[src/hdl/f2da_pkg.sv]
// Shared types, codes and helpers for the float to decimal text formatter.
// No dependencies; imported by every module of the block.
`default_nettype none
package f2da_pkg;

    localparam logic [1:0] CL_NUM  = 2'd0;
    localparam logic [1:0] CL_ZERO = 2'd1;
    localparam logic [1:0] CL_INF  = 2'd2;
    localparam logic [1:0] CL_NAN  = 2'd3;

    localparam logic [7:0] CH_ZERO  = 8'h30;
    localparam logic [7:0] CH_MINUS = 8'h2d;
    localparam logic [7:0] CH_DOT   = 8'h2e;
    localparam logic [7:0] CH_E     = 8'h65;

    localparam logic [4:0] PREC_RESET = 5'd6;
    localparam int         OQ_DEPTH   = 4;

    typedef struct packed {
        logic        neg;
        logic [1:0]  cls;
        logic [7:0]  ex;
        logic [22:0] frac;
    } t_item;

    typedef struct packed {
        logic       we;
        logic [7:0] ch;
        logic       last;
    } t_oq_wr;

    // exact unsigned divide by ten for any 32-bit value
    function automatic logic [31:0] div10(input logic [31:0] m);
        logic [63:0] p;
        begin
            p = {32'd0, m} * 64'h0000_0000_CCCC_CCCD;
            div10 = {3'd0, p[63:35]};
        end
    endfunction

    function automatic logic [7:0] dig_char(input logic [3:0] d);
        dig_char = CH_ZERO + {4'd0, d};
    endfunction

endpackage
`default_nettype wire

[src/hdl/f2da_outq.sv]
// Output queue of characters with last flags, read from the result side.
// Depends on f2da_pkg.
`default_nettype none
module f2da_outq import f2da_pkg::*; (
    input  wire logic       i_clk,
    input  wire logic       i_rst_n,
    input  wire t_oq_wr     i_wr,
    output logic            o_full,
    output logic            empty,
    input  wire logic       pop,
    output logic [7:0]      o_character,
    output logic            o_last
);
    localparam int AW = $clog2(OQ_DEPTH);

    logic [8:0]    r_mem [OQ_DEPTH];
    logic [AW-1:0] r_wp, r_rp;
    logic [AW:0]   r_cnt;
    logic          w_rd;

    assign o_full      = (r_cnt == (AW+1)'(OQ_DEPTH));
    assign empty       = (r_cnt == '0);
    assign w_rd        = pop && !empty;
    assign o_character = r_mem[r_rp][8:1];
    assign o_last      = r_mem[r_rp][0];

    always_ff @(posedge i_clk) begin
        if (i_wr.we) r_mem[r_wp] <= {i_wr.ch, i_wr.last};
    end

    always_ff @(posedge i_clk) begin
        if (!i_rst_n) begin
            r_wp  <= '0;
            r_rp  <= '0;
            r_cnt <= '0;
        end else begin
            if (i_wr.we) r_wp <= r_wp + AW'(1);
            if (w_rd)    r_rp <= r_rp + AW'(1);
            r_cnt <= r_cnt + (AW+1)'(i_wr.we) - (AW+1)'(w_rd);
        end
    end
endmodule
`default_nettype wire

[config.mk]
export PLATFORM = sky130hd
export DESIGN_NAME = f2da_outq
export DESIGN_NICKNAME = d
export VERILOG_FILES = /design/src/hdl/f2da_pkg.sv /design/src/hdl/f2da_outq.sv
export SDC_FILE = /design/constraint.sdc
export NUM_CORES = 1
export LEC_CHECK = 0
export BUFFER_PORTS_ARGS = -buffer_cell sky130_fd_sc_hd__buf_2
export CAP_MARGIN = 20
export CELL_PAD_IN_SITES_DETAIL_PLACEMENT = 1
export CELL_PAD_IN_SITES_GLOBAL_PLACEMENT = 1
export CORE_ASPECT_RATIO = 0.5
export CORE_MARGIN = 4
export CORE_UTILIZATION = 40
export CTS_BUF_LIST = sky130_fd_sc_hd__clkbuf_16
export DETAILED_ROUTE_END_ITERATION = 12
export PLACE_DENSITY = 0.79
export SLEW_MARGIN = 20
export SYNTH_ARGS = -nofsm -noshare
export SYNTH_HDL_FRONTEND = slang
export SYNTH_SLANG_ARGS = --single-unit
[constraint.sdc]
create_clock -name i_clk -period 2.15 [get_ports i_clk]
set_clock_uncertainty 0.2 [all_clocks]
set_input_delay 0.5375 -clock i_clk [delete_from_list [all_inputs] [get_ports i_clk]]
set_output_delay 0.5375 -clock i_clk [all_outputs]
set_load 0.01 [all_outputs]
==> results of run 1 <==
-- area by class of cell --
class	instances	area [um2]	area share
inverter	5	18.77	0.008596
timing repair buffer	28	209.0	0.09570
multi-input combinational	39	476.7	0.2183
clock buffer	5	125.1	0.05731
clock inverter	3	22.52	0.01032
sequential	45	1264	0.5788
tap	54	67.56	0.03095
-- worst max-delay path, cell delays in order (launching register included) --
cell and delay [ns]:
dfxtp_2 0.34, buf_12 0.14, mux4_2 0.51, buf_6 0.14
-- synth_stat cells (2+ instances only) --
| master | instances |
|---|---|
| edfxtp_1 | 36 |
| dfxtp_1 | 9 |
| mux4_2 | 9 |
| and2_1 | 6 |
| ha_1 | 6 |
| inv_1 | 5 |
| mux2i_1 | 4 |
| nor2b_1 | 3 |
| nand2_1 | 2 |
| nand2b_1 | 2 |
-- metrics by stage --
| step | hold WS (ns) | TNS [ns] | total power, mW | cell area (um2) |
|---|---|---|---|---|
| floorplan | 0.2489 | 0 | 1.442 | 1773 |
| global route | 0.2665 | -0.3633 | 2.558 | 2183 |
| global placement | 0.2661 | -0.002885 | 1.628 | 1989 |
| finish | 0.2652 | 0 | 2.406 | 2183 |
| detailed placement | 0.2828 | -0.02824 | 1.650 | 1989 |
| CTS | 0.2610 | -0.06631 | 2.401 | 2145 |
-- repair_timing --
item,4_1_cts,5_1_grt
gates resized for setup,2,7
setup endpoints to repair,9,10
endpoints found under the hold margin,0,0
-- cells by family (layout without fill, tap and decap cells) --
kind of cell               Yosys count  count (layout)  share of synthesized area
AOI/OAI and AO/OA                    2               2                    0.01059
xor gates and xnor gates             2               2                    0.01764
adders and majority gates            7               7                    0.05363
buffers and inverters                7              41                    0.01976
DFF                                 45              45                     0.7114
muxes                               13              13                     0.1369
and+or+nand+nor                     15              15                    0.05011
-- routing by layer --
metal	up-vias	track usage	routed length, um
met3	7	0.04506	138
met1	436	0.1327	1222
met5	-	0	0
met4	0	0.05229	51
met2	16	0.2065	1349
li1	414	-	-
-- sequential cells by signal, summed over array words and instances, names as in the netlist, named ones only --
name	cells
r_mem	36
r_rp	2
r_wp	2
r_cnt	3
-- final timing paths --
path / from / depth (start not counted) / slack [ns] / to
worst max-delay path: register / 3 / 0.001 / o_last
worst min-delay path: i_wr[6] / 1 / 0.27 / r_mem[2][6]
worst max register to register: r_cnt[1] / 8 / 0.09 / r_cnt[2]
worst min register to register: r_rp[1] / 2 / 0.28 / r_rp[1]
-- report_power, final --
group          internal, mW  total [mW]  switching (mW)  leakage [nW]
logic                 0.353       0.605           0.253         0.333
registers              1.03        1.07          0.0412         0.405
clock network         0.431       0.735           0.303        0.0738
total                  1.81        2.41           0.597         0.812
==> results.cfg, run 1 <==
[timing]
fin_crit_sh = 0.9994
hold_viol_final = 0
slew_violations = 0
timing.fmax_mhz = 465.4
fin_ws_ns = 0.001365
tightest_slew_ns = 0.5045
slew_headroom = 0.6637
period_needed_ns = 2.149
setup_viol = 0
rsz0062_at_grt = yes

[global_route]
grt_pass1_vias = 964
grt_max_degree = 16
grt_use_total = 0.1179
grt_overflow_total = 0
antenna_found_initial = 0
grt_pass1_wl_mm = 4.685

[cells_and_area]
drive_above_1_share = 0.3840
fin_cells = 179
nFillCells = 398
syn_to_final_growth_pct = 23.15
fin_nets = 144
final_common_cell = edfxtp_1
final_core_util = 0.5346
layout_common_cells = edfxtp_1, buf_2, mux4_2
num_antenna_cells = 0

[cts]
numCtsBuffers = 5
cts_tree = done
clkLatencyLatePin_ns = 0.28
cts_sinks = 45
clk_root_buffer_cell = clkbuf_16
cts.clk_slew.worst_paths_ns = 0.06
cts-htree-levels = 2
cts.path.max_buffers = 2
cts_setup_buffers = 0
ctsHoldBuffers = 0

[floorplanning]
die_w_um = 102.2
pin_count = 24
core-area_um2 = 4084
start_util = 0.4341
num_rows = 16
die_y_um = 55.08
dieArea_um2 = 5626

[setup_path]
crit_required_ns = 1.41
critPathKind = register to primary output
cp-end-kind = primary output
start_kind = register
crit_fanout = 9
cp.arrival_ns = 1.41

[place]
io_buffers = 23
hpwlAfterDp_mm = 1.945
dp.cells = 171
preCtsSetupSlack_ns = -0.02824
gp_congestion = 0.6856

[logic_synthesis]
avgSynthCellArea_um2 = 19.48
yosys_warnings = 0
syn_nets = 111
yosysSeqAreaShare = 0.7114
ys_ff_latch = 45
syn_area_um2 = 1773
yosysTopAreaCellShare = 0.6097
async_flop_share = 0
yosysTopAreaCell = edfxtp_1
synth_area_leaders = edfxtp_1, mux4_2, dfxtp_1
synth-edff-count = 36
ys_types = 19
syn_inst = 91
ys.flop_type = edfxtp_1

[route]
drt-total-wl_mm = 2.762
vias_per_cell = 4.877
ant_nets = 0
drc = 0
num_vias = 873
drt_pass1_iterations = 4
drtIter0Drc = 21
wl_per_cell_um = 15.43

[power_and_ir_drop]
irDropWorstVdd_v = 0.0005189
p_leak_nw = 0.8121
p_per_area_nw_per_um2 = 1102

[run]
drv_cap = 0

[outcome]
outcome = completed

[min_path]
min_path_type = input pin to register
(Power assumes the default switching activity.)
==> run 2, diff against run 1 <==
Settings changed: CELL_PAD_IN_SITES_GLOBAL_PLACEMENT 1 to 2, CORE_UTILIZATION 40 to 38, PLACE_DENSITY 0.79 to 0.84.
==> run 2 against run 1 <==
The flow now finishes with violations (setup timing). Flip-flop and latch count unchanged. Clock power fell by 3.0%. Power grew 0.91%. Critical path depth did not move. Critical path type unchanged. Largest cell class unchanged. Highest routed layer unchanged.
==> results.cfg, run 2 (synthesis gave the netlist of run 1 again) <==
[outcome]
outcome = complete, but fails checks
violations = setup timing

[global_route]
grt_pass1_wl_mm = 5.230
grt_pass1_vias = 995
grt_use_total = 0.1181
grt_max_degree = 14
antenna_found_initial = 0
grt_overflow_total = 0

[floorplanning]
start_util = 0.3988
dieArea_um2 = 5889
die_y_um = 56.30
die_w_um = 104.6
num_rows = 17
pin_count = 24
core-area_um2 = 4446

[cts]
cts.clk_slew.worst_paths_ns = 0.06
cts_sinks = 45
cts.path.max_buffers = 2
clk_root_buffer_cell = clkbuf_16
ctsHoldBuffers = 0
numCtsBuffers = 5
cts_tree = done
cts-htree-levels = 2
clkLatencyLatePin_ns = 0.28

[setup_path]
rr_worst_depth = 8
critPathTopFamily = multiplexers
crit_fanout = 5
rrSetupSlack_ns = 0.06
critPathBufInv = 2
crit_required_ns = 1.41
path_cells = buf_12 > mux4_2 > buf_6
start_kind = register
cp_num_cells = 3
timing.rr.start = r_cnt[1]
slowest_delay_ns = 0.52
critPathCapture = o_character[2]
cp-end-kind = primary output
cpMaxStageDelayCell = mux4_2
critPathKind = register to primary output
r2r-end = r_cnt[2]
cp.arrival_ns = 1.43

[timing]
setup_viol = 8
rsz0062_at_grt = yes
fin_tns_setup_ns = -0.1020
tightest_slew_ns = 0.5200
hold_viol_final = 0
slew_violations = 0
slew_headroom = 0.6534
fin_crit_sh = 1.009
period_needed_ns = 2.170
fin_ws_ns = -0.01999
hold-worst-slack_ns = 0.2768
timing.fmax_mhz = 460.8

[place]
dp.cells = 174
io_buffers = 23
gp_congestion = 0.6775
preCtsSetupSlack_ns = -0.06690
hpwlAfterDp_mm = 2.212

[power_and_ir_drop]
power.switching_uw = 604.2
irDropWorstVdd_v = 0.0004346
p_clk_frac = 0.294
p_sw_frac = 0.2488
internal-power_mw = 1.824
p_per_area_nw_per_um2 = 1103
p_leak_nw = 0.8200
p_seq_frac = 0.444
combPwrFrac = 0.262

[route]
num_vias = 906
drt_pass1_iterations = 5
vias_per_cell = 4.951
drtIter0Drc = 27
drt-total-wl_mm = 3.227
ant_nets = 0
wl_per_cell_um = 17.63
drc = 0

[cells_and_area]
nFillCells = 417
largest_register_ffs = 36
final_common_cell = edfxtp_1
num_antenna_cells = 0
layout_common_cells = edfxtp_1, buf_2, mux4_2
largestRegisters = r_mem x36, r_cnt x3
regArea_um2 = 1266
syn_to_final_growth_pct = 24.14
regMostFlops = r_mem
drive_above_1_share = 0.3730
fin_nets = 145
multi_input_area_um2 = 476.7
fin_cells = 183

[min_path]
min_path_type = input pin to register

[run]
drv_cap = 0
## run 2: changes by cell type in the layout (fill, tap and decap cells not counted)
cell / delta
buf_2: +1
buf_6: -1
clkbuf_16: +1
clkinv_2: -1
clkinv_4: -2
clkinvlp_4: +1
dfxtp_2: -1
dfxtp_4: +1
inv_1: +2
## run 2: power by group through the flow
stage	clock network [mW]	logic (mW)	registers, mW
after floorplan	0	0.363	1.08
after global placement	0	0.552	1.08
after detailed placement	0	0.574	1.08
after CTS	0.731	0.593	1.07
after global routing	0.770	0.696	1.09
final	0.713	0.637	1.08
## run 2: worst register-to-register path, cell delays in order, from the launching register on
cell,delay [ns]
dfxtp_1,0.31
o31a_2,0.35
ha_1,0.27
inv_1,0.06
ha_1,0.13
inv_1,0.05
fa_1,0.36
xnor3_1,0.21
nor2b_1,0.04
## run 2: layer usage
metal,track usage,part of all wire,vias to the layer above
met5,0,0,-
met4,0.05607,0.0090,0
met1,0.1339,0.44,478
li1,-,-,416
met2,0.2119,0.52,10
met3,0.02985,0.021,2
## run 2: final cells by class
cell class	instances	share of cell area
clock inverter	3	0.006822
inverter	5	0.008528
multi-input combinational	39	0.2166
clock buffer	5	0.05685
sequential	45	0.5753
tap	57	0.03240
timing repair buffer	29	0.1035
## run 2: what timing repair did
item,CTS,global route
resized for setup,3,6
cloned,0,1
setup endpoints to repair,9,10
setup buffers,0,0
## run 2: stage by stage
stage / util / instance area [um2] / total power, mW
2_1_floorplan: - / 1773 / 1.442
3_3_place_gp: 0.4484 / 1993 / 1.629
3_5_place_dp: 0.4484 / 1993 / 1.658
4_1_cts: 0.4830 / 2147 / 2.394
5_1_grt: 0.4951 / 2201 / 2.555
6_report: 0.4951 / 2201 / 2.428
## run 2: worst min path at each step
stage          slack, ns  startpoint           to  cells after the start
2_1_floorplan       0.25     r_rp[1]     register                      2
3_3_place_gp        0.26     r_rp[1]      r_rp[1]                      2
3_5_place_dp        0.29     r_rp[1]     register                      2
4_1_cts             0.27     i_wr[3]  r_mem[2][3]                      1
5_1_grt             0.27     i_wr[3]  r_mem[2][3]                      1
6_report            0.28     i_wr[7]  r_mem[0][7]                      1
==> run 3, diff against run 2 <==
Settings changed: CORE_UTILIZATION 38 to 40.
Clock period 2.15 ns to 2.3 ns, I/O delays scaled along.
==> run 3 against run 2 <==
The run now ends clean. Via count decreased by 4.5%. Routed wire length decreased by 4.2%. Final cell count down 2.7%. Global-route usage up 0.61 points. Clock-buffer cell count is the same.
==> results.cfg, run 3 (synthesis gave the netlist of run 1 again) <==
[cts]
cts.clk_slew.worst_paths_ns = 0.06
cts_tree = done
clkLatencyLatePin_ns = 0.28
cts.path.max_buffers = 2
clk_root_buffer_cell = clkbuf_16
cts_sinks = 45
cts-htree-levels = 2
numCtsBuffers = 5
cts_setup_buffers = 0

[setup_path]
rr_worst_depth = 8
start_kind = register
crit_fanout = 5
slowest_delay_ns = 0.51
critPathKind = register to primary output
cpMaxStageDelayCell = mux4_2
crit_required_ns = 1.52
path_cells = buf_8 > mux4_2 > buf_2
cp.arrival_ns = 1.45
cp-end-kind = primary output

[timing]
timing.fmax_mhz = 449.1
hold_viol_final = 0
slew_headroom = 0.6504
slew_violations = 0
period_needed_ns = 2.227
fin_crit_sh = 0.9682
rsz0062_at_grt = no
fin_tns_setup_ns = 0
setup_viol = 0
tightest_slew_ns = 0.5244
hold-worst-slack_ns = 0.2930
fin_ws_ns = 0.07317

[route]
drt_pass1_iterations = 4
drc = 0
ant_nets = 0
vias_per_cell = 4.860
wl_per_cell_um = 17.37
drtIter0Drc = 29
drt-total-wl_mm = 3.091
num_vias = 865

[cells_and_area]
drive_above_1_share = 0.3629
largestRegisters = r_mem x36, r_cnt x3
final_common_cell = edfxtp_1
nFillCells = 402
largest_register_ffs = 36
syn_to_final_growth_pct = 20.82
num_antenna_cells = 0
fin_cells = 178
regMostFlops = r_mem
layout_common_cells = edfxtp_1, buf_2, mux4_2
fin_nets = 143

[global_route]
grt_pass1_wl_mm = 4.871
grt_use_total = 0.1242
grt_max_degree = 15
grt_overflow_total = 0
antenna_found_initial = 0
grt_pass1_vias = 940

[floorplanning]
core-area_um2 = 4084
pin_count = 24
num_rows = 16
die_w_um = 102.2
dieArea_um2 = 5626
die_y_um = 55.08
start_util = 0.4341

[run]
drv_cap = 0

[power_and_ir_drop]
irDropWorstVdd_v = 0.0005957
p_leak_nw = 0.7901
p_per_area_nw_per_um2 = 1033

[place]
hpwlAfterDp_mm = 2.105
io_buffers = 23
preCtsSetupSlack_ns = 0.04726
gp_congestion = 0.6733
dp.cells = 169

[min_path]
min_path_cells = 2
min_path_type = register to register

[outcome]
outcome = completed
## run 3: changes by cell type in the layout (fill, tap and decap cells not counted)
cell        delta
buf_12         -1
buf_2          +6
buf_4          -2
buf_6          -6
buf_8          +1
clkinvlp_4     +1
dfxtp_1        +1
dfxtp_2        -1
inv_1          -1
## run 3: final timing paths
kind	startpoint	to	slack, ns
worst max-delay path	register	o_character[6]	0.07
worst min-delay path	r_rp[1]	r_rp[1]	0.29
worst max register to register	r_cnt[1]	r_cnt[2]	0.18
worst min register to register	r_rp[1]	r_rp[1]	0.29
## run 3: through the flow
stage,area (um2),total power [mW],utilization
final,2142,2.213,0.5245
after floorplan,1773,1.348,-
after CTS,2110,2.213,0.5165
after detailed placement,1962,1.521,0.4804
after global placement,1962,1.494,0.4804
after global routing,2142,2.345,0.5245
## run 3: cell type report
class                   instances  area (um2)  share of cell area
flip-flops and latches         45        1265              0.5905
clock buffers                   5       125.1             0.05841
repair buffers                 27       170.2             0.07944
well taps                      54       67.56             0.03154
multi-input cells              39       476.7              0.2225
inverters                       5       18.77            0.008762
clock inverters                 3       18.77            0.008762
## run 3: layer usage
metal	wire [um]	GRT usage
met5	0	0
met2	1567	0.2280
met1	1327	0.1409
met4	40	0.03922
met3	155	0.04255
## run 3: repair_timing
item                                    CTS  global route
endpoints found under the hold margin     0             0
hold buffers                              0             0
endpoints found under the setup margin    4             2
gates resized for setup                   1             3
cloned                                    0             1
## run 3: power by group
part,switching (mW),total [mW],internal (mW)
sequential,0.0568,1.02,0.959
clock,0.278,0.676,0.398
combinational,0.224,0.521,0.297
## run 3: worst max-delay path, delay by kind of cell (launching register included)
kind / cells / cell delay [ns]
buf+inv: 2 / 0.29
flops: 1 / 0.38
mux: 1 / 0.51
