==> config.mk <==
export PLATFORM = sky130hd
export DESIGN_NAME = f2da_front
export DESIGN_NICKNAME = d
export VERILOG_FILES = /design/src/hdl/f2da_pkg.sv /design/src/hdl/f2da_front.sv
export SDC_FILE = /design/constraint.sdc
export NUM_CORES = 1
export LEC_CHECK = 0
export ABC_AREA = 1
export BUFFER_PORTS_ARGS = -buffer_cell sky130_fd_sc_hd__clkbuf_2
export CAP_MARGIN = 20
export CORE_ASPECT_RATIO = 1.5
export CORE_UTILIZATION = 53
export DETAILED_ROUTE_END_ITERATION = 10
export PLACE_DENSITY = 0.91
export SLEW_MARGIN = 10
export SYNTH_ARGS = -nofsm -noshare
export SYNTH_HDL_FRONTEND = slang
export SYNTH_SLANG_ARGS = --single-unit
==> constraint.sdc <==
create_clock -name i_clk -period 2.6 [get_ports i_clk]
set_input_delay 0.13 -clock i_clk [delete_from_list [all_inputs] [get_ports i_clk]]
set_output_delay 0.13 -clock i_clk [all_outputs]
set_load 0.01 [all_outputs]
==> src/hdl/f2da_pkg.sv <==
// Shared types, codes and helpers for the float to decimal text formatter.
// No dependencies; imported by every module of the block.
`default_nettype none
package f2da_pkg;

    localparam logic [1:0] CL_NUM  = 2'd0;
    localparam logic [1:0] CL_ZERO = 2'd1;
    localparam logic [1:0] CL_INF  = 2'd2;
    localparam logic [1:0] CL_NAN  = 2'd3;

    localparam logic [7:0] CH_ZERO  = 8'h30;
    localparam logic [7:0] CH_MINUS = 8'h2d;
    localparam logic [7:0] CH_DOT   = 8'h2e;
    localparam logic [7:0] CH_E     = 8'h65;

    localparam logic [4:0] PREC_RESET = 5'd6;
    localparam int         OQ_DEPTH   = 4;

    typedef struct packed {
        logic        neg;
        logic [1:0]  cls;
        logic [7:0]  ex;
        logic [22:0] frac;
    } t_item;

    typedef struct packed {
        logic       we;
        logic [7:0] ch;
        logic       last;
    } t_oq_wr;

    // exact unsigned divide by ten for any 32-bit value
    function automatic logic [31:0] div10(input logic [31:0] m);
        logic [63:0] p;
        begin
            p = {32'd0, m} * 64'h0000_0000_CCCC_CCCD;
            div10 = {3'd0, p[63:35]};
        end
    endfunction

    function automatic logic [7:0] dig_char(input logic [3:0] d);
        dig_char = CH_ZERO + {4'd0, d};
    endfunction

endpackage
`default_nettype wire

==> src/hdl/f2da_front.sv <==
// Front end: takes raw bit patterns, classifies them, and holds them in a
// two-entry queue for the back end. Depends on f2da_pkg.
`default_nettype none
module f2da_front import f2da_pkg::*; (
    input  wire logic        i_clk,
    input  wire logic        i_rst_n,
    input  wire logic        push,
    output logic             full,
    input  wire logic [31:0] i_float_bits,
    output logic             o_valid,
    output t_item            o_item,
    input  wire logic        i_take
);
    t_item       r_q [2];
    logic        r_wp, r_rp;
    logic [1:0]  r_cnt;
    t_item       w_in;
    logic        w_wr, w_rd;

    always_comb begin
        w_in.neg  = i_float_bits[31];
        w_in.ex   = i_float_bits[30:23];
        w_in.frac = i_float_bits[22:0];
        priority if (i_float_bits[30:23] == 8'hff)
            w_in.cls = (i_float_bits[22:0] == 23'd0) ? CL_INF : CL_NAN;
        else if (i_float_bits[30:23] == 8'h00)
            w_in.cls = CL_ZERO;
        else
            w_in.cls = CL_NUM;
    end

    assign full    = (r_cnt == 2'd2);
    assign o_valid = (r_cnt != 2'd0);
    assign o_item  = r_q[r_rp];
    assign w_wr    = push && !full;
    assign w_rd    = i_take && o_valid;

    always_ff @(posedge i_clk) begin
        if (w_wr) r_q[r_wp] <= w_in;
    end

    always_ff @(posedge i_clk) begin
        if (!i_rst_n) begin
            r_wp  <= 1'b0;
            r_rp  <= 1'b0;
            r_cnt <= 2'd0;
        end else begin
            if (w_wr) r_wp <= ~r_wp;
            if (w_rd) r_rp <= ~r_rp;
            r_cnt <= r_cnt + {1'b0, w_wr} - {1'b0, w_rd};
        end
    end
endmodule
`default_nettype wire

==> impl_metrics.py, run 1 <==
metrics = {
    "floorplan": {
        "fp.dieH_um": 93.55,
        "placeableCoreArea_mm2": 0.005409,
        "die_width_um": 63.04,
        "core.rowCount": 33,
        "initial_core_util_pct": 54.75,
        "io_pins": 72,
        "die_area_mm2": 0.005897,
    },
    "place": {
        "detailedPlacementHpwl_um": 3061,
        "final_weighted_congestion_of_routability_driven_global_placement": 0.6662,
        "portBuffers": 71,
        "placed_cell_area_mm2": 0.003397,
    },
    "logic_synthesis": {
        "synthesis.area_mm2": 0.002962,
        "mappedNetlistNets": 200,
        "synth_seq_area_share_pct": 72.33,
        "netlist_instances": 162,
        "post_synth.cell_area_avg_um2": 18.28,
        "synth_warnings": 0,
        "yosysUniqueCellTypes": 20,
        "synth-seq-cells": 73,
    },
    "drt": {
        "avgViaCountPerCell": 4.959,
        "detail_route.wirelength_um": 4709,
        "dr_total_vias": 1696,
        "first_pass_iters": 4,
        "dr.first_iter.drc_count": 32,
        "routed_wire_length_per_instance_um": 13.77,
        "drt_drc_violations_left": 0,
        "antenna_violating_nets_post_route": 0,
    },
    "clocking": {
        "root_buffer": "sky130_fd_sc_hd__clkbuf_8",
        "cts_buffers": 9,
        "clk_path_buf_depth": 2,
        "tritoncts": "built",
        "clkSinkCount": 73,
        "clk_pin_slew_ps": 70,
        "htree_num_levels": 3,
        "clock_latency_ps": 330,
    },
    "critical_path": {
        "critical_path.startpoint_type": "flip-flop",
        "cp.buffers_inverters": 2,
        "setup.reg_to_reg.worst_slack_ps": 980,
        "r2r-end": "r_cnt[1]$_SDFF_PN0_",
        "critPathMaxStageDelay_ps": 670,
        "timing.critical_path.max_delay_family": "flip-flops",
        "required_ps": 2470,
        "arrival_worst_endpoint_ps": 1730,
        "worst_path_max_delay_cell": "sky130_fd_sc_hd__dfxtp_2",
        "crit-reg2reg-launch": "r_cnt[1]$_SDFF_PN0_",
        "type_of_the_worst_setup_path": "reg2out",
        "reg2reg_depth": 8,
        "worst_setup_path_end_kind": "output pin",
        "path_max_fanout": 19,
        "path_cells": "buf_12, mux2_2, clkbuf_2",
    },
    "grt": {
        "number_of_global_route_vias_before_repair": 1686,
        "largest_net_degree_at_the_start_of_global_routing": 24,
        "grt_pass1_wl_um": 7231,
        "grt_usage_pct": 17.39,
        "gr-total-overflow": 0,
        "grt_antenna_before_repair": 0,
    },
    "min_path": {
        "hold_path_class": "in2reg",
        "timing.hold.worst.start": "i_float_bits[25]",
        "timing.hold.worst_path_depth": 1,
        "timing.hold.worst_endpoint": "r_q[0][25]$_DFFE_PP_",
    },
    "layout": {
        "final_net_count": 306,
        "regArea_mm2": 0.002143,
        "drive_gt1_share_pct": 46.32,
        "antenna-diode-count": 0,
        "multi_input_comb_area_um2": 744.5,
        "num-fill-cells": 352,
        "final_design_area_no_fill_mm2": 0.003855,
        "area_growth_pct": 30.16,
    },
    "timing": {
        "setup_total_negative_slack_ps": 0,
        "grt_setup_unrepaired": "no",
        "min_period_ps": 1864,
        "fmax_mhz": 536.4,
        "final-max-slew-violation-count": 0,
        "timing.final.setup_violations": 0,
        "max_slew.worst_pin.slew_ps": 529.3,
        "period_share_pct": 71.70,
        "clock_skew_ps": 6.591,
        "timing.max_slew.rel_slack_pct": 64.71,
        "hold_viol": 0,
    },
    "power_and_ir_drop": {
        "total_power_mw": 3.404,
        "static-leakage-power_nw": 1.542,
        "power_density_mw_per_mm2": 883.0,
        "power.ir.vdd_worst_v": 0.0006607,
    },
    "run_status": {
        "status": "finished, final reports clean",
    },
    "job": {
        "max-cap-violations": 0,
    },
}
[synthesized netlist by cell type]
master | number | area [um^2]
sky130_fd_sc_hd__a21oi_1 | 4 | 20.02
sky130_fd_sc_hd__buf_12 | 3 | 60.06
sky130_fd_sc_hd__buf_6 | 1 | 11.26
sky130_fd_sc_hd__dfxtp_1 | 5 | 100.1
sky130_fd_sc_hd__edfxtp_1 | 68 | 2042
sky130_fd_sc_hd__ha_1 | 2 | 25.02
sky130_fd_sc_hd__inv_1 | 5 | 18.77
sky130_fd_sc_hd__mux2_2 | 4 | 45.04
sky130_fd_sc_hd__mux2_4 | 30 | 450.4
sky130_fd_sc_hd__nand2_1 | 10 | 37.54
sky130_fd_sc_hd__nand3_1 | 1 | 5.000
sky130_fd_sc_hd__nand4_1 | 2 | 12.51
sky130_fd_sc_hd__nor2_1 | 18 | 67.56
sky130_fd_sc_hd__nor4_1 | 2 | 12.51
sky130_fd_sc_hd__o21a_1 | 1 | 7.510
sky130_fd_sc_hd__o21ai_0 | 2 | 10.01
sky130_fd_sc_hd__o21ai_1 | 1 | 5.000
sky130_fd_sc_hd__o21ai_4 | 1 | 16.27
sky130_fd_sc_hd__or2_2 | 1 | 6.260
sky130_fd_sc_hd__xnor2_1 | 1 | 8.760
[per-stage QoR]
step	hold WS [ps]	util [%]	instances	worst slack [ps]
2_1_floorplan	223.5	-	162	231.2
4_1_cts	2.973	71.27	342	695.5
6_report	22.66	71.27	342	735.7
3_3_place_gp	320.7	62.80	302	1049
5_1_grt	3.464	71.27	342	665.5
3_5_place_dp	325.6	62.80	302	968.6
[layer usage]
layer	vias to the layer above	global-route usage, %	part of all wire [%]
met3	13	3.780	4.1
met1	804	16.75	37
met4	0	14.34	3.2
li1	821	-	-
met2	58	31.09	56
met5	-	0	0
[worst max-delay path by stage]
stage	startpoint	slack, ps	to	depth (start not counted)
after floorplan	r_cnt[0]$_SDFF_PN0_	230	r_q[0][0]$_DFFE_PP_	2
after global placement	r_cnt[1]$_SDFF_PN0_	1050	r_q[0][14]$_DFFE_PP_	4
after detailed placement	r_cnt[1]$_SDFF_PN0_	970	r_cnt[1]$_SDFF_PN0_	8
after CTS	flip-flop	700	o_item[31]	3
after global routing	flip-flop	670	o_item[31]	3
final	flip-flop	740	o_item[31]	3
[state kept, by name, indices dropped and copies added, names as in the netlist, named ones only]
signal,flops
r_q,68
r_wp,1
r_cnt,2
r_rp,1
[cell usage in the layout, fill, tap and decap left out, drive strengths merged, types with 3 or more instances in the layout]
| master | count |
|---|---|
| a21oi | 4 |
| buf | 3 |
| clkbuf | 80 |
| clkinv | 3 |
| dfxtp | 5 |
| dlygate4sd3 | 25 |
| edfxtp | 68 |
| inv | 5 |
| mux2 | 34 |
| nand2 | 10 |
| nor2 | 18 |
| o21ai | 4 |
[worst register-to-register path, stage by stage, from the launching register on]
cell                      delay (ps)
sky130_fd_sc_hd__dfxtp_1         340
sky130_fd_sc_hd__inv_1           100
sky130_fd_sc_hd__o21ai_4         250
sky130_fd_sc_hd__ha_1            280
sky130_fd_sc_hd__inv_1            60
sky130_fd_sc_hd__ha_1            150
sky130_fd_sc_hd__xnor2_1         150
sky130_fd_sc_hd__o21ai_0         110
sky130_fd_sc_hd__a21oi_1         120
[where the power goes]
group,switching (mW),internal [mW]
Combinational,0.422,0.484
Clock,0.379,0.529
Sequential,0.0920,1.50
Total,0.893,2.51
[cells by family after synthesis]
group | after synthesis | share of synthesized area (%)
AOI/OAI and AO/OA | 9 | 1.986
and+or+nand+nor | 34 | 4.774
DFF | 73 | 72.33
adders and majority gates | 2 | 0.8448
buffers and inverters | 9 | 3.042
xor gates and xnor gates | 1 | 0.2958
muxes | 34 | 16.73
[cell type report]
type | count | area share (%)
Inverter | 5 | 0.4869
Clock inverter | 6 | 2.175
Sequential cell | 73 | 55.60
Multi-Input combinational cell | 80 | 19.31
Timing Repair Buffer | 99 | 16.94
Tap cell | 70 | 2.272
Clock buffer | 9 | 3.213
[repair_timing]
action | 4_1_cts | 5_1_grt
hold endpoints to repair | 48 | 0
hold buffers | 25 | 0
buffers inserted | 0 | 0
setup endpoints to repair | 0 | 0
resized for setup | 0 | 0
No activity file was read; power rests on OpenSTA's default activity.
==> run 2, diff against run 1 <==
- ABC_AREA: 1 -> 0
- CORE_UTILIZATION: 53 -> 47
- PLACE_DENSITY: 0.91 -> 0.87
- clock period: 2.6 -> 1.6 ns (I/O delays scaled with it)
==> run 2 against run 1 <==
Compared with the run above:
- combinational power grew 81%
- sequential cell count is the same
- non-clock buffer count grew 10
- highest routed layer unchanged
==> impl_metrics.py, run 2 <==
metrics = {
    "timing": {
        "fmax_mhz": 641.5,
        "grt_setup_unrepaired": "yes",
        "postLayoutSetupSlackWorst_ps": 41.04,
        "timing.final.setup_violations": 0,
        "hold_viol": 0,
        "final-max-slew-violation-count": 0,
        "max_slew.worst_pin.slew_ps": 372.0,
        "min_period_ps": 1559,
        "period_share_pct": 97.43,
        "timing.max_slew.rel_slack_pct": 74.97,
        "clock_skew_ps": 9.901,
        "setup_total_negative_slack_ps": 0,
    },
    "place": {
        "dp_cells": 290,
        "final_weighted_congestion_of_routability_driven_global_placement": 0.7559,
        "placed_cell_area_mm2": 0.003301,
        "portBuffers": 71,
        "setup_slack_after_placement_ps": 9.432,
        "detailedPlacementHpwl_um": 3359,
    },
    "layout": {
        "layout.cells.most_common_list": "71 x sky130_fd_sc_hd__clkbuf_2, 68 x sky130_fd_sc_hd__edfxtp_1, 34 x sky130_fd_sc_hd__mux2_2",
        "drive_gt1_share_pct": 50.00,
        "final_net_count": 303,
        "flip_flop_count_of_the_largest_register_all_copies_and_words_added": 68,
        "register_with_the_highest_flop_count": "r_q",
        "final_cell_count_no_fill": 340,
        "area_growth_pct": 38.90,
        "mostFrequentLayoutCell": "sky130_fd_sc_hd__clkbuf_2",
        "layout_top_registers": "r_q (68), r_cnt (2)",
        "antenna-diode-count": 0,
        "final_design_area_no_fill_mm2": 0.003860,
    },
    "power_and_ir_drop": {
        "static-leakage-power_nw": 1.483,
        "power.ir.vdd_worst_v": 0.0009779,
        "total_power_mw": 5.720,
        "power_density_mw_per_mm2": 1482,
    },
    "drt": {
        "routed_wire_length_per_instance_um": 15.72,
        "avgViaCountPerCell": 5.018,
        "detail_route.wirelength_um": 5344,
        "dr.first_iter.drc_count": 60,
        "dr_total_vias": 1706,
        "first_pass_iters": 4,
        "antenna_violating_nets_post_route": 0,
        "drt_drc_violations_left": 0,
    },
    "logic_synthesis": {
        "netlist_instances": 149,
        "synth_largest_area_cell": "sky130_fd_sc_hd__edfxtp_1",
        "ys_async_sr_fraction_pct": 0,
        "synth_seq_area_share_pct": 77.08,
        "yosysMostFrequentCell": "sky130_fd_sc_hd__edfxtp_1",
        "synth_warnings": 0,
        "yosysUniqueCellTypes": 25,
        "synth_top_area_share_pct": 73.48,
        "mappedNetlistNets": 187,
        "post_synth.cell_area_avg_um2": 18.65,
        "synth.top_cells.by_count": "68 x sky130_fd_sc_hd__edfxtp_1, 34 x sky130_fd_sc_hd__mux2_2",
        "netlist_top_cells_area": "sky130_fd_sc_hd__edfxtp_1 73%, sky130_fd_sc_hd__mux2_2 14%, sky130_fd_sc_hd__dfxtp_1 3.6%",
        "primary_ff_master_synth": "sky130_fd_sc_hd__edfxtp_1",
        "synth-seq-cells": 73,
        "synthesis.area_mm2": 0.002779,
        "synth-edff-count": 68,
    },
    "critical_path": {
        "critical_path.startpoint_type": "flip-flop",
        "critPathMaxStageDelay_ps": 370,
        "type_of_the_worst_setup_path": "reg2reg",
        "cp.buffers_inverters": 1,
        "worst-path-stages": 7,
        "worst_setup_path_end_kind": "flip-flop",
        "arrival_worst_endpoint_ps": 1820,
        "path_max_fanout": 5,
        "required_ps": 1860,
        "cpMostUsedCell": "sky130_fd_sc_hd__ha_1",
        "reg2reg_depth": 7,
        "worst_path_max_delay_cell": "sky130_fd_sc_hd__dfxtp_4",
        "path_cells": "o21a_1, ha_1, inv_1, ha_1, xor2_1, and2_1, nor3_1",
        "timing.critical_path.max_delay_family": "adder cells",
    },
    "clocking": {
        "root_buffer": "sky130_fd_sc_hd__clkbuf_8",
        "clk_pin_slew_ps": 70,
        "clock_latency_ps": 340,
        "clkSinkCount": 73,
        "htree_num_levels": 3,
        "cts_buffers": 9,
        "clk_path_buf_depth": 2,
        "tritoncts": "built",
    },
    "floorplan": {
        "fp.dieH_um": 96.18,
        "core.rowCount": 33,
        "initial_core_util_pct": 49.85,
        "io_pins": 72,
        "die_width_um": 64.79,
        "placeableCoreArea_mm2": 0.005574,
        "die_area_mm2": 0.006231,
    },
    "grt": {
        "largest_net_degree_at_the_start_of_global_routing": 35,
        "grt_pass1_wl_um": 7914,
        "gr-total-overflow": 0,
        "grt_antenna_before_repair": 0,
        "number_of_global_route_vias_before_repair": 1697,
        "grt_usage_pct": 18.23,
    },
    "min_path": {
        "hold_path_class": "in2reg",
        "timing.hold.worst_path_depth": 4,
    },
    "run_status": {
        "status": "finished, final reports clean",
    },
    "job": {
        "max-cap-violations": 0,
    },
}
## run 2: changes by cell type in the layout (fill, tap and decap cells not counted), moves of 3 or more
cell                            previous run  this run
sky130_fd_sc_hd__a21oi_1                   4         1
sky130_fd_sc_hd__dlygate4sd3_1            25        33
sky130_fd_sc_hd__mux2_2                    4        34
sky130_fd_sc_hd__mux2_4                   30         0
sky130_fd_sc_hd__nand2_1                  10         1
sky130_fd_sc_hd__nor2_1                   16         5
sky130_fd_sc_hd__nor4_1                    2         5
## run 2: cell type report
class / instances / area, um^2
Tap cell: 70 / 87.58
Clock inverter: 7 / 93.84
Timing Repair Buffer: 109 / 773.2
Fill cell: 375 / 1714
Clock buffer: 9 / 123.9
Inverter: 5 / 22.52
Sequential cell: 73 / 2147
Multi-Input combinational cell: 67 / 611.8
## run 2: worst min-delay path, cell delays in order
cell and delay, ps:
sky130_fd_sc_hd__clkbuf_2 100, sky130_fd_sc_hd__inv_1 60, sky130_fd_sc_hd__or3_4 130, sky130_fd_sc_hd__a21oi_1 60
## run 2: logic make-up (layout without fill, tap and decap cells)
group | count (synthesis) | count (layout) | synth area share [%]
xor+xnor | 2 | 2 | 0.6305
simple gates | 24 | 24 | 4.998
fa+ha+maj | 2 | 2 | 0.9004
mux | 34 | 34 | 13.78
buf+inv | 9 | 130 | 1.396
flops | 73 | 73 | 77.08
compound gates | 5 | 5 | 1.216
## run 2: repair_timing
action / in CTS / in global routing
pin swaps: 0 / 1
buffers inserted: 0 / 1
endpoints found under the setup margin: 1 / 1
resized for setup: 1 / 1
hold endpoints to repair: 65 / 0
hold buffers: 33 / 0
## run 2: layer usage
metal / up-vias / part of all wire [%] / GRT usage, %
met5: - / 0 / 0
met4: 0 / 2.8 / 12.04
met3: 15 / 4.4 / 6.398
met2: 53 / 57 / 31.51
met1: 820 / 36 / 18.29
li1: 818 / - / -
## run 2: path summary, 6_finish.rpt
check / startpoint / endpoint / slack [ps]
max: r_cnt[1]$_SDFF_PN0_ / r_cnt[1]$_SDFF_PN0_ / 40
min: push / r_wp$_SDFFE_PN0P_ / 140
max reg2reg: r_cnt[1]$_SDFF_PN0_ / r_cnt[1]$_SDFF_PN0_ / 40
min reg2reg: r_wp$_SDFFE_PN0P_ / r_wp$_SDFFE_PN0P_ / 500
## run 2: where the power goes
| group | internal [mW] | switching, mW | total [mW] |
|---|---|---|---|
| Combinational | 0.832 | 0.812 | 1.64 |
| Clock | 0.876 | 0.659 | 1.54 |
| Sequential | 2.44 | 0.0999 | 2.54 |
| Total | 4.15 | 1.57 | 5.72 |
## run 2: stage by stage
step	utilization, %	hold WS, ps
floorplan	-	178.9
global placement	59.21	279.4
detailed placement	59.21	277.7
CTS	69.07	124.6
global route	69.25	149.3
finish	69.25	139.3
==> run 3, diff against run 2 <==
- CORE_UTILIZATION: 47 -> 52
- PLACE_DENSITY: 0.87 -> 0.91
- clock period: 1.6 -> 1.5 ns (I/O delays scaled with it)
==> run 3 against run 2 <==
Compared with the run above:
- the run now ends with negative setup slack left
- clock power is 4% higher
- power is 7.8% higher
- first-iteration DRC count is 57% lower
- via count is 0.70% lower
- clock skew is 2.2 ps lower
- register-to-register slack worse by 80 ps
- cell area is 1.2% higher
- sequential cell count stayed put
- core utilization is 7.0 points higher
- cell count is 0.59% higher
- largest power group unchanged
- highest routed layer unchanged
==> impl_metrics.py, run 3 (same netlist as run 2, synthesis figures left out) <==
metrics = {
    "critical_path": {
        "crit-reg2reg-launch": "r_cnt[0]$_SDFF_PN0_",
        "path_cells": "o21a_1, ha_1, inv_1, ha_2, xor2_1, and2_1, nor3_2",
        "worst_path_max_delay_cell": "sky130_fd_sc_hd__dfxtp_2",
        "arrival_worst_endpoint_ps": 1760,
        "worst_setup_path_startpoint": "r_cnt[0]$_SDFF_PN0_",
        "required_ps": 1720,
        "critical_path.startpoint_type": "flip-flop",
        "critical_path_destination": "r_cnt[1]$_SDFF_PN0_",
        "path_max_fanout": 4,
        "cp.buffers_inverters": 1,
        "worst-path-stages": 7,
        "setup.reg_to_reg.worst_slack_ps": -40,
        "worst_setup_path_end_kind": "flip-flop",
        "type_of_the_worst_setup_path": "reg2reg",
        "timing.critical_path.max_delay_family": "adder cells",
        "r2r-end": "r_cnt[1]$_SDFF_PN0_",
        "reg2reg_depth": 7,
        "critPathMaxStageDelay_ps": 330,
    },
    "power_and_ir_drop": {
        "power_density_mw_per_mm2": 1579,
        "power.ir.vdd_worst_v": 0.001157,
        "static-leakage-power_nw": 1.507,
        "total_power_mw": 6.169,
    },
    "floorplan": {
        "placeableCoreArea_mm2": 0.005125,
        "initial_core_util_pct": 54.22,
        "die_width_um": 61.69,
        "die_area_mm2": 0.005646,
        "fp.dieH_um": 91.53,
        "core.rowCount": 32,
        "io_pins": 72,
    },
    "run_status": {
        "violations": "negative setup slack",
        "status": "finished with violations",
    },
    "layout": {
        "multi_input_comb_area_um2": 623.1,
        "layout_top_registers": "r_q (68), r_cnt (2)",
        "antenna-diode-count": 0,
        "final_net_count": 307,
        "drive_gt1_share_pct": 51.82,
        "mostFrequentLayoutCell": "sky130_fd_sc_hd__clkbuf_2",
        "num-fill-cells": 334,
        "regArea_mm2": 0.002146,
        "layout.cells.most_common_list": "70 x sky130_fd_sc_hd__clkbuf_2, 68 x sky130_fd_sc_hd__edfxtp_1, 34 x sky130_fd_sc_hd__mux2_2",
        "area_growth_pct": 40.57,
        "flip_flop_count_of_the_largest_register_all_copies_and_words_added": 68,
        "register_with_the_highest_flop_count": "r_q",
    },
    "timing": {
        "hold_viol": 0,
        "fin_hold_ws_ps": 128.4,
        "grt_setup_unrepaired": "yes",
        "clock_skew_ps": 7.673,
        "timing.max_slew.rel_slack_pct": 77.89,
        "period_share_pct": 102.4,
        "min_period_ps": 1536,
        "postLayoutSetupSlackWorst_ps": -36.06,
        "max_slew.worst_pin.slew_ps": 328.5,
        "fmax_mhz": 651.0,
        "final-max-slew-violation-count": 0,
        "timing.final.setup_violations": 37,
    },
    "grt": {
        "largest_net_degree_at_the_start_of_global_routing": 20,
        "grt_pass1_wl_um": 8038,
        "grt_usage_pct": 20.98,
        "number_of_global_route_vias_before_repair": 1744,
        "grt_antenna_before_repair": 0,
        "gr-total-overflow": 0,
    },
    "drt": {
        "routed_wire_length_per_instance_um": 15.57,
        "detail_route.wirelength_um": 5324,
        "antenna_violating_nets_post_route": 0,
        "dr_total_vias": 1694,
        "dr.first_iter.drc_count": 26,
        "drt_drc_violations_left": 0,
        "avgViaCountPerCell": 4.953,
        "first_pass_iters": 3,
    },
    "place": {
        "portBuffers": 71,
        "detailedPlacementHpwl_um": 3276,
        "final_weighted_congestion_of_routability_driven_global_placement": 0.7399,
        "setup_slack_after_placement_ps": -14.08,
    },
    "clocking": {
        "clkSinkCount": 73,
        "clock_latency_ps": 340,
        "htree_num_levels": 3,
        "clk_pin_slew_ps": 70,
        "clk_path_buf_depth": 2,
        "cts_buffers": 9,
        "tritoncts": "built",
        "root_buffer": "sky130_fd_sc_hd__clkbuf_8",
    },
    "job": {
        "max-cap-violations": 0,
    },
    "min_path": {
        "hold_path_class": "in2reg",
    },
}
==> run 3: how the worst min path moves through the flow <==
| stage | from | depth (start not counted) | endpoint | slack [ps] |
|---|---|---|---|---|
| after global placement | i_float_bits[31] | 1 | r_q[1][33]$_DFFE_PP_ | 270 |
| after floorplan | i_float_bits[0] | 0 | r_q[0][0]$_DFFE_PP_ | 170 |
| final | push | 4 | r_wp$_SDFFE_PN0P_ | 130 |
| after CTS | push | 4 | r_wp$_SDFFE_PN0P_ | 130 |
| after detailed placement | i_float_bits[31] | 1 | r_q[0][33]$_DFFE_PP_ | 270 |
| after global routing | push | 4 | r_wp$_SDFFE_PN0P_ | 130 |
==> run 3: what timing repair did <==
action,CTS,global route
setup buffers,2,0
hold buffers,33,0
gates resized for setup,5,6
hold endpoints to repair,65,0
pin swaps,3,5
endpoints found under the setup margin,20,71
gates cloned,0,0
==> run 3: layout make-up <==
type	count	area share, %
inverters	5	0.6406
repair buffers	113	20.92
clock inverters	6	2.114
multi-input cells	67	15.95
clock buffers	10	3.267
flip-flops and latches	73	54.93
well taps	68	2.178
==> run 3: worst register-to-register path: cells and delay by family, from the launching register on <==
family          cells  cell delay (ps)
flops               1              330
fa+ha+maj           2              440
xor+xnor            1              170
buf+inv             1               60
simple gates        2              210
compound gates      1              200
==> run 3: report_power, final <==
part	internal (mW)	total [mW]	switching [mW]
clock	0.927	1.60	0.671
sequential	2.60	2.71	0.103
combinational	0.973	1.87	0.893
==> run 3: layer usage <==
metal	up-vias	GRT usage (%)	share of wire [%]
met2	46	34.32	55
li1	822	-	-
met3	11	5.413	3.6
met5	-	0	0
met4	0	12.96	2.5
met1	815	23.26	39
==> run 3: metrics by stage <==
stage / setup TNS, ps / cells / util, % / instance area, um^2
2_1_floorplan: -2752 / 149 / - / 2800
3_3_place_gp: 0 / 292 / 64.75 / 3318
3_5_place_dp: -14.08 / 292 / 64.75 / 3318
4_1_cts: -453.8 / 343 / 75.88 / 3889
5_1_grt: -2194 / 342 / 76.22 / 3906
6_report: -900.9 / 342 / 76.22 / 3906
